### src/hrhp_pkg.sv
// Types, codes and character-class helpers for the HTTP request head parser.
`default_nettype none

package hrhp_pkg;

  localparam logic [1:0] STAT_PENDING = 2'd0;
  localparam logic [1:0] STAT_GOOD    = 2'd1;
  localparam logic [1:0] STAT_BAD     = 2'd2;

  localparam logic [2:0] KIND_NONE   = 3'd0;
  localparam logic [2:0] KIND_METHOD = 3'd1;
  localparam logic [2:0] KIND_URI    = 3'd2;
  localparam logic [2:0] KIND_NAME   = 3'd3;
  localparam logic [2:0] KIND_VALUE  = 3'd4;

  localparam logic [7:0] CHAR_HT    = 8'h09;
  localparam logic [7:0] CHAR_LF    = 8'h0A;
  localparam logic [7:0] CHAR_CR    = 8'h0D;
  localparam logic [7:0] CHAR_SP    = 8'h20;
  localparam logic [7:0] CHAR_DOT   = 8'h2E;
  localparam logic [7:0] CHAR_SLASH = 8'h2F;
  localparam logic [7:0] CHAR_ZERO  = 8'h30;
  localparam logic [7:0] CHAR_NINE  = 8'h39;
  localparam logic [7:0] CHAR_COLON = 8'h3A;
  localparam logic [7:0] CHAR_UC_H  = 8'h48;
  localparam logic [7:0] CHAR_UC_P  = 8'h50;
  localparam logic [7:0] CHAR_UC_T  = 8'h54;
  localparam logic [7:0] CHAR_DEL   = 8'h7F;
  localparam logic [7:0] CTL_LAST   = 8'h1F;
  localparam logic [7:0] VER_MAX    = 8'hFF;

  typedef enum logic [19:0] {
    ST_METHOD_START = 20'h00001,
    ST_METHOD       = 20'h00002,
    ST_URI          = 20'h00004,
    ST_VER_H        = 20'h00008,
    ST_VER_T1       = 20'h00010,
    ST_VER_T2       = 20'h00020,
    ST_VER_P        = 20'h00040,
    ST_VER_SLASH    = 20'h00080,
    ST_MAJOR_START  = 20'h00100,
    ST_MAJOR        = 20'h00200,
    ST_MINOR_START  = 20'h00400,
    ST_MINOR        = 20'h00800,
    ST_NL1          = 20'h01000,
    ST_LINE_START   = 20'h02000,
    ST_LWS          = 20'h04000,
    ST_NAME         = 20'h08000,
    ST_SPACE_BEFORE = 20'h10000,
    ST_VALUE        = 20'h20000,
    ST_NL2          = 20'h40000,
    ST_NL3          = 20'h80000
  } parse_state_t;

  typedef struct packed {
    logic [7:0] data_byte;
    logic       restart;
  } in_item_t;

  typedef struct packed {
    logic [1:0] status;
    logic [2:0] byte_kind;
    logic       new_header;
    logic [7:0] byte_echo;
    logic [7:0] version_major;
    logic [7:0] version_minor;
  } out_item_t;

  // Bytes with the top bit set are negative as signed chars: not CHAR, not CTL.
  function automatic logic is_ctl(input logic [7:0] c);
    return (c <= CTL_LAST) || (c == CHAR_DEL);
  endfunction

  function automatic logic is_digit(input logic [7:0] c);
    return (c >= CHAR_ZERO) && (c <= CHAR_NINE);
  endfunction

  function automatic logic is_tspecial(input logic [7:0] c);
    logic r;
    unique case (c)
      8'h28, 8'h29, 8'h3C, 8'h3E, 8'h40, 8'h2C, 8'h3B, 8'h3A, 8'h5C, 8'h22,
      8'h2F, 8'h5B, 8'h5D, 8'h3F, 8'h3D, 8'h7B, 8'h7D, 8'h20, 8'h09: r = 1'b1;
      default: r = 1'b0;
    endcase
    return r;
  endfunction

  function automatic logic is_token(input logic [7:0] c);
    return !c[7] && !is_ctl(c) && !is_tspecial(c);
  endfunction

  function automatic logic [7:0] add_digit(input logic [7:0] v, input logic [7:0] c);
    logic [11:0] n;
    n = 12'(v) * 12'd10 + 12'(c - CHAR_ZERO);
    return (n > 12'(VER_MAX)) ? VER_MAX : n[7:0];
  endfunction

endpackage

`default_nettype wire

### src/http_request_head_parser_unit.sv
// Top level of the HTTP request head parser: byte register, state machine, result register.
//
//   channel | direction | handshake            | payload
//   in      | input     | in_valid / in_ready  | in_item  (data_byte, restart)
//   out     | output    | out_valid / out_ready| out_item (status, kind, flags, echo, versions)
//
// One byte is taken every cycle while out is not stalled; the next parse state is computed combinationally.
// A byte's result is offered on out once it has passed the input register,
// then the result register.
// Reset clears the parse state to method start, the header flag, both versions and the valids.
// A stalled out holds its result and the input register keeps one more byte before in_ready drops.
`default_nettype none

module http_request_head_parser_unit import hrhp_pkg::*; (
  input  wire logic      clk,
  input  wire logic      rst,
  input  wire logic      in_valid,
  output logic           in_ready,
  input  wire in_item_t  in_item,
  output logic           out_valid,
  input  wire logic      out_ready,
  output out_item_t      out_item
);

  logic         hold_valid;
  in_item_t     hold;
  logic         advance;

  parse_state_t state, state_next, eff_state;
  logic         seen_header, seen_next, eff_seen;
  logic [7:0]   major_value, major_next;
  logic [7:0]   minor_value, minor_next;
  out_item_t    result;

  assign advance  = hold_valid && (!out_valid || out_ready);
  assign in_ready = !hold_valid || advance;

  always_ff @(posedge clk) begin
    if (rst) begin
      hold_valid <= 1'b0;
    end else if (in_ready) begin
      hold_valid <= in_valid;
    end
    if (in_valid && in_ready) begin
      hold <= in_item;
    end
  end

  always_comb begin
    logic [7:0] c;
    logic       ok;
    c          = hold.data_byte;
    eff_state  = hold.restart ? ST_METHOD_START : state;
    eff_seen   = hold.restart ? 1'b0 : seen_header;
    state_next = eff_state;
    seen_next  = eff_seen;
    major_next = major_value;
    minor_next = minor_value;
    ok         = 1'b1;
    result     = '0;
    result.status    = STAT_PENDING;
    result.byte_kind = KIND_NONE;
    result.byte_echo = c;

    unique case (eff_state)
      ST_METHOD_START: begin
        if (is_token(c)) begin
          state_next = ST_METHOD;
          result.byte_kind = KIND_METHOD;
        end else ok = 1'b0;
      end
      ST_METHOD: begin
        if (c == CHAR_SP) state_next = ST_URI;
        else if (is_token(c)) result.byte_kind = KIND_METHOD;
        else ok = 1'b0;
      end
      ST_URI: begin
        if (c == CHAR_SP) state_next = ST_VER_H;
        else if (is_ctl(c)) ok = 1'b0;
        else result.byte_kind = KIND_URI;
      end
      ST_VER_H: begin
        if (c == CHAR_UC_H) state_next = ST_VER_T1; else ok = 1'b0;
      end
      ST_VER_T1: begin
        if (c == CHAR_UC_T) state_next = ST_VER_T2; else ok = 1'b0;
      end
      ST_VER_T2: begin
        if (c == CHAR_UC_T) state_next = ST_VER_P; else ok = 1'b0;
      end
      ST_VER_P: begin
        if (c == CHAR_UC_P) state_next = ST_VER_SLASH; else ok = 1'b0;
      end
      ST_VER_SLASH: begin
        if (c == CHAR_SLASH) begin
          major_next = '0;
          minor_next = '0;
          state_next = ST_MAJOR_START;
        end else ok = 1'b0;
      end
      ST_MAJOR_START: begin
        if (is_digit(c)) begin
          major_next = add_digit(major_value, c);
          state_next = ST_MAJOR;
        end else ok = 1'b0;
      end
      ST_MAJOR: begin
        if (c == CHAR_DOT) state_next = ST_MINOR_START;
        else if (is_digit(c)) major_next = add_digit(major_value, c);
        else ok = 1'b0;
      end
      ST_MINOR_START: begin
        if (is_digit(c)) begin
          minor_next = add_digit(minor_value, c);
          state_next = ST_MINOR;
        end else ok = 1'b0;
      end
      ST_MINOR: begin
        if (c == CHAR_CR) state_next = ST_NL1;
        else if (is_digit(c)) minor_next = add_digit(minor_value, c);
        else ok = 1'b0;
      end
      ST_NL1: begin
        if (c == CHAR_LF) state_next = ST_LINE_START; else ok = 1'b0;
      end
      ST_LINE_START: begin
        // Folded continuation lines are only legal once a header exists.
        if (c == CHAR_CR) state_next = ST_NL3;
        else if (eff_seen && (c == CHAR_SP || c == CHAR_HT)) state_next = ST_LWS;
        else if (is_token(c)) begin
          seen_next         = 1'b1;
          state_next        = ST_NAME;
          result.byte_kind  = KIND_NAME;
          result.new_header = 1'b1;
        end else ok = 1'b0;
      end
      ST_LWS: begin
        if (c == CHAR_CR) state_next = ST_NL2;
        else if (c == CHAR_SP || c == CHAR_HT) state_next = ST_LWS;
        else if (is_ctl(c)) ok = 1'b0;
        else begin
          state_next = ST_VALUE;
          result.byte_kind = KIND_VALUE;
        end
      end
      ST_NAME: begin
        if (c == CHAR_COLON) state_next = ST_SPACE_BEFORE;
        else if (is_token(c)) result.byte_kind = KIND_NAME;
        else ok = 1'b0;
      end
      ST_SPACE_BEFORE: begin
        if (c == CHAR_SP) state_next = ST_VALUE; else ok = 1'b0;
      end
      ST_VALUE: begin
        if (c == CHAR_CR) state_next = ST_NL2;
        else if (is_ctl(c)) ok = 1'b0;
        else result.byte_kind = KIND_VALUE;
      end
      ST_NL2: begin
        if (c == CHAR_LF) state_next = ST_LINE_START; else ok = 1'b0;
      end
      ST_NL3: begin
        if (c == CHAR_LF) result.status = STAT_GOOD; else ok = 1'b0;
      end
      default: ok = 1'b0;
    endcase

    // A malformed byte changes nothing beyond what restart already did.
    if (!ok) begin
      state_next        = eff_state;
      seen_next         = eff_seen;
      major_next        = major_value;
      minor_next        = minor_value;
      result.status     = STAT_BAD;
      result.byte_kind  = KIND_NONE;
      result.new_header = 1'b0;
    end
    result.version_major = major_next;
    result.version_minor = minor_next;
  end

  always_ff @(posedge clk) begin
    if (rst) begin
      state       <= ST_METHOD_START;
      seen_header <= 1'b0;
      major_value <= '0;
      minor_value <= '0;
      out_valid   <= 1'b0;
    end else begin
      if (advance) begin
        state       <= state_next;
        seen_header <= seen_next;
        major_value <= major_next;
        minor_value <= minor_next;
      end
      if (advance) begin
        out_valid <= 1'b1;
      end else if (out_ready) begin
        out_valid <= 1'b0;
      end
    end
    if (advance) begin
      out_item <= result;
    end
  end

`ifndef ASSERT_OFF
  a_state_onehot: assert property (@(posedge clk) disable iff (rst) $onehot(state))
    else $error("parse state lost its one-hot encoding");

  a_bad_keeps_state: assert property (@(posedge clk) disable iff (rst)
    advance && result.status == STAT_BAD |=>
      state == $past(eff_state) && seen_header == $past(eff_seen) &&
      major_value == $past(major_value) && minor_value == $past(minor_value))
    else $error("malformed beat changed the parser state");

  a_good_is_lf: assert property (@(posedge clk) disable iff (rst)
    out_valid && out_item.status == STAT_GOOD |->
      out_item.byte_echo == CHAR_LF && out_item.byte_kind == KIND_NONE)
    else $error("complete head reported on a beat other than the final LF");

  a_new_header_kind: assert property (@(posedge clk) disable iff (rst)
    out_valid && out_item.new_header |-> out_item.byte_kind == KIND_NAME)
    else $error("new header flagged on a beat that is not a header name byte");

  a_new_header_seen: assert property (@(posedge clk) disable iff (rst)
    advance && result.new_header |=> seen_header)
    else $error("header flag not set after a new header name");
`endif

endmodule

`default_nettype wire
### config.mk
export PLATFORM = sky130hd
export DESIGN_NAME = http_request_head_parser_unit
export DESIGN_NICKNAME = d
export VERILOG_FILES = /design/src/hrhp_pkg.sv /design/src/http_request_head_parser_unit.sv
export SDC_FILE = /design/constraint.sdc
export NUM_CORES = 1
export LEC_CHECK = 0
export ABC_AREA = 0
export ABC_CLOCK_PERIOD_IN_PS = 11200
export BUFFER_PORTS_ARGS = -buffer_cell sky130_fd_sc_hd__buf_2
export CELL_PAD_IN_SITES_DETAIL_PLACEMENT = 1
export CELL_PAD_IN_SITES_GLOBAL_PLACEMENT = 1
export CORE_MARGIN = 3
export CORE_UTILIZATION = 39
export CTS_CLUSTER_DIAMETER = 100
export DETAILED_ROUTE_END_ITERATION = 12
export PLACE_DENSITY_LB_ADDON = 0.1
export SLEW_MARGIN = 20
export SYNTH_ARGS = -nofsm -noshare
export SYNTH_HDL_FRONTEND = slang
export SYNTH_SLANG_ARGS = --single-unit
### constraint.sdc
create_clock -name clk -period 11.2 [get_ports clk]
set_clock_uncertainty 0.15 [all_clocks]
set_input_delay 2.8 -clock clk [delete_from_list [all_inputs] [get_ports clk]]
set_output_delay 2.8 -clock clk [all_outputs]
set_load 0.02 [all_outputs]
### Word level (Yosys, flattened, before mapping)

Index checks and enable logic that the tools add are counted.

* register bits after elaboration: 78
* input port bits: 13

* add/subtract/negate cells: 3
* $mul: 2
* magnitude comparators: 5
* equality and inequality tests: 46
* multiplexer cells: 93
* bitwise gates (word level): 2
* reduce and logical (&&, ||, !) cells: 29

Operator list (number)
* two-way mux 20 bit: 24
* case mux 20 bit (18 select lines): 1
* equality test 8 x 6 -> 1 bit (second input constant): 13
* equality test 8 x 7 -> 1 bit (second input constant): 10
* two-way mux 8 bit: 10
* case mux 8 bit (3 select lines): 2
* two-way mux 1 bit: 43
* adder 12 bit: 2
* equality test 8 x 4 -> 1 bit (second input constant): 3
* greater-than comparator 12 x 8 -> 1 bit (second input constant): 2
* multiplier 8 x 3 -> 11 bit (second input constant): 2
* two-way mux 3 bit: 7
* case mux 3 bit (7 select lines): 1
* equality test 20 x 1 -> 1 bit (second input constant): 1
* equality test 20 x 10 -> 1 bit (second input constant): 1
* equality test 20 x 11 -> 1 bit (second input constant): 1
* equality test 20 x 12 -> 1 bit (second input constant): 1
* equality test 20 x 13 -> 1 bit (second input constant): 1
* equality test 20 x 14 -> 1 bit (second input constant): 1
* equality test 20 x 15 -> 1 bit (second input constant): 1
* equality test 20 x 16 -> 1 bit (second input constant): 1
* equality test 20 x 17 -> 1 bit (second input constant): 1
* equality test 20 x 18 -> 1 bit (second input constant): 1
* equality test 20 x 19 -> 1 bit (second input constant): 1
* other kinds (25): 49

### Depth between registers and ports, before layout

* depth after elaboration: 14
* depth in mapped cells: 16

### Worst setup path before layout

Ideal clock, no wire load.

* path kind: input to output
* start: input out_ready
* end: output in_ready
* arrival: 3.152 ns
* slack: 5.098 ns
* stages on the path: 2
* buffers on the path: 0
* path through: nor2b_1 nand2_1

* word-level cells in the longest chain between the ends: 3

Ends and longest elaborated chain
* start, declared: line http_request_head_parser_unit.sv:21 `input wire logic out_ready,`
* logical OR 1 bit: line http_request_head_parser_unit.sv:35 `assign advance = hold_valid && (!out_valid || out_ready);`
* logical AND 1 bit: line http_request_head_parser_unit.sv:35
* logical OR 1 bit: line http_request_head_parser_unit.sv:36 `assign in_ready = !hold_valid || advance;`
* end, declared: line http_request_head_parser_unit.sv:18 `output logic in_ready,`

Every way passes these cells.

### Worst setup path after layout

Same ends and word-level chain as after synthesis.

==> run metrics <==
Mapped Nets 758; synthesized area 6100 um^2; Fin. Hold Viols 0; GR met1 Demand/Resource 34.3%; CTS tree built; outcome finished clean; kind of start point of the critical path input pin; synthesis-to-layout area growth 11.9%; Setup Buffers After CTS 0; min Tclk post-route 6310 ps; Yosys reg bits 78; Cell Chain, Critical Path buf_2, nor2b_1, nand2_1, buf_2; Crit. End Element primary output; CP max-delay cell nor2b_1; vias per std cell 6.22; Peak VDD IR 0.0698 mV; largest net degree at the start of global routing 30; vias 5824; clock sink count 78; starting density of the core 40.0%; fin. max-slew vios 0; setup_tns 0 ps; RePlAce Congestion 0.934; H-tree depth 3; Port-buffer cells 44; Reg-to-Reg End out_item[2]$_DFFE_PP_; P_leak 0.00275 uW; first-pass GRT wire length 32300 um; row count 45; syn avg cell area 8.80 um^2; Gate Count Post-Synth 693; drt drc 0; CTS buffer count 9; Tightest Pin Transition 925 ps; R2R cell count 15; Post-synth EDFFs 39; Worst-Skew Late Latency 350 ps; worst r2r src minor_value[1]$_SDFFE_PP0P_; drt first pass iters 5; root buffer cell clkbuf_16; most frequent cells in the layout 54 x nor2_1, 51 x nand2_1, 48 x a21oi_1, 48 x ha_1, 44 x buf_2; power density cells 107 nW/um^2; most crowded layer after global routing met2; fin nets 786; Yosys cell types 76; async set-reset flop share out of synthesis 0%; commonest non-fill, non-tap cell in the layout nor2_1; fmax 0.158 GHz; slew margin rel. 37.8%; highest net fanout along the worst path 4; Tcrit/Tclk final 56.4%; Clock Path Buffers 2; vias in the first global route 5899; Crit Path Class input pin to primary output; Die Y 131 um; DRT iter0 DRCs 389; worst path arrival time 3360 ps; Antenna diodes 0; layout cell share with drive strength beyond 1 12.3%; CP Data Required Time 8250 ps; antenna viol nets, final 0; Crit path largest cell delay 210 ps; Seq/Total Area, Yosys 32.0%; initial antenna violation count 0; WHS 361 ps; Die ar. 17200 um^2; Max Cap Viol 0; final setup violation count 0; M2 GR Usage 37.6%; Crit. Startpoint out_ready; worst setup path end in_ready; reg2reg setup slack 6520 ps; I/O Pins 45; PostCTS Resize Cnt 0; Overflow after GRT 0; WL/cell 21.5 um; CP most frequent cell buf_2; detailed placer's ending HPWL 15400 um; Final Core Density 44.7%; hold buffers post-CTS 0; die width 131 um; overall routed net length 20100 um; clock-pin slew on the worst setup and hold paths 60 ps; Post-synth top flop edfxtp_1; Min-Delay Path Class flip-flop to flip-flop; core footprint 15300 um^2; All-Layer GR Usage 24.2%; Ys Warns 0; unrepaired setup endpoints after global routing false; M3 GR Usage 4.23%
-- worst max-delay path, delay by kind of cell --
kind,cells,cell delay (ps)
simple gates,2,300
buf+inv,2,250
-- power by group --
| group | internal, uW | total, uW | switching, uW |
|---|---|---|---|
| combinational | 22.4 | 70.1 | 47.7 |
| sequential | 307 | 316 | 9.36 |
| clock | 223 | 346 | 123 |
-- sequential cells by signal, summed over array words and instances (netlist names) --
| name | cells |
|---|---|
| out_item | 30 |
| state | 20 |
| hold | 9 |
| major_value | 8 |
| minor_value | 8 |
| hold_valid | 1 |
| out_valid | 1 |
| seen_header | 1 |
-- per-stage QoR --
step                power [uW]  cell area, um^2  setup slack, ps  std cells
CTS                        738             6820             4880        937
detailed placement         392             6470             4880        921
global route               758             6820             4820        937
floorplan                  367             6100             5100        693
global placement           389             6470             4920        921
finish                     732             6820             4890        937
-- worst min-delay path by stage --
stage	to	slack, ps	startpoint	cells past startpoint
floorplan	out_item[23]$_DFFE_PP_	270	hold[8]$_DFFE_PP_	0
global placement	major_value[3]$_SDFFE_PP0P_	360	major_value[3]$_SDFFE_PP0P_	1
detailed placement	major_value[3]$_SDFFE_PP0P_	360	major_value[3]$_SDFFE_PP0P_	1
CTS	major_value[3]$_SDFFE_PP0P_	370	major_value[3]$_SDFFE_PP0P_	1
global route	major_value[2]$_SDFFE_PP0P_	390	major_value[2]$_SDFFE_PP0P_	1
finish	major_value[3]$_SDFFE_PP0P_	360	major_value[3]$_SDFFE_PP0P_	1
-- metal layers --
metal / up-vias / share of wire, %
li1: 2722 / -
met1: 2871 / 48
met2: 198 / 45
met3: 33 / 5.7
met4: 0 / 2.0
met5: - / 0
-- cell families (layout without fill, tap and decap cells) --
| logic type | count (synthesis) | count (layout) | share of synthesized area, % |
|---|---|---|---|
| buffers and inverters | 47 | 80 | 3.18 |
| adders and majority gates | 52 | 52 | 11.2 |
| DFF | 78 | 78 | 32.0 |
| AOI/OAI and AO/OA | 193 | 193 | 22.4 |
| muxes | 2 | 2 | 0.349 |
| and+or+nand+nor | 292 | 292 | 26.7 |
| xor gates and xnor gates | 29 | 29 | 4.16 |
-- Yosys cell counts, drive strengths merged, types with 5 or more instances --
library cell  number  share of area [%]
nor2              58                3.8
nand2             51                3.1
a21oi             48                3.9
ha                48                9.8
dfxtp             39                 13
edfxtp            39                 19
o21ai             33                2.9
nor3              27                2.4
nand3             24                2.0
nand4             21                2.3
nor4              21                2.9
xnor2             19                2.7
a22o              18                2.6
nand2b            18                1.8
nor2b             18                1.8
buf               17                1.3
inv               17                1.0
clkbuf            13               0.80
a21o              11                1.4
xor2              10                1.4
or4                9                1.2
a211oi             8               0.98
o21bai             8               0.98
o2bb2ai            8                1.1
and3               7               0.72
and4               7                1.0
o211ai             6               0.96
and2               5               0.51
nand3b             5               0.62
o2111ai            5               0.72
o22ai              5               0.62
o32ai              5               0.72
or2                5               0.51
or3                5               0.51
-- area by class of cell --
| class | count | area, um^2 |
|---|---|---|
| Multi-Input combinational cell | 568 | 3950 |
| Inverter | 17 | 63.8 |
| Fill cell | 1799 | 8440 |
| Clock buffer | 10 | 239 |
| Timing Repair Buffer | 47 | 243 |
| Clock inverter | 6 | 109 |
| Tap cell | 211 | 264 |
| Sequential cell | 78 | 1950 |
Power figures use the tool's default switching activity.
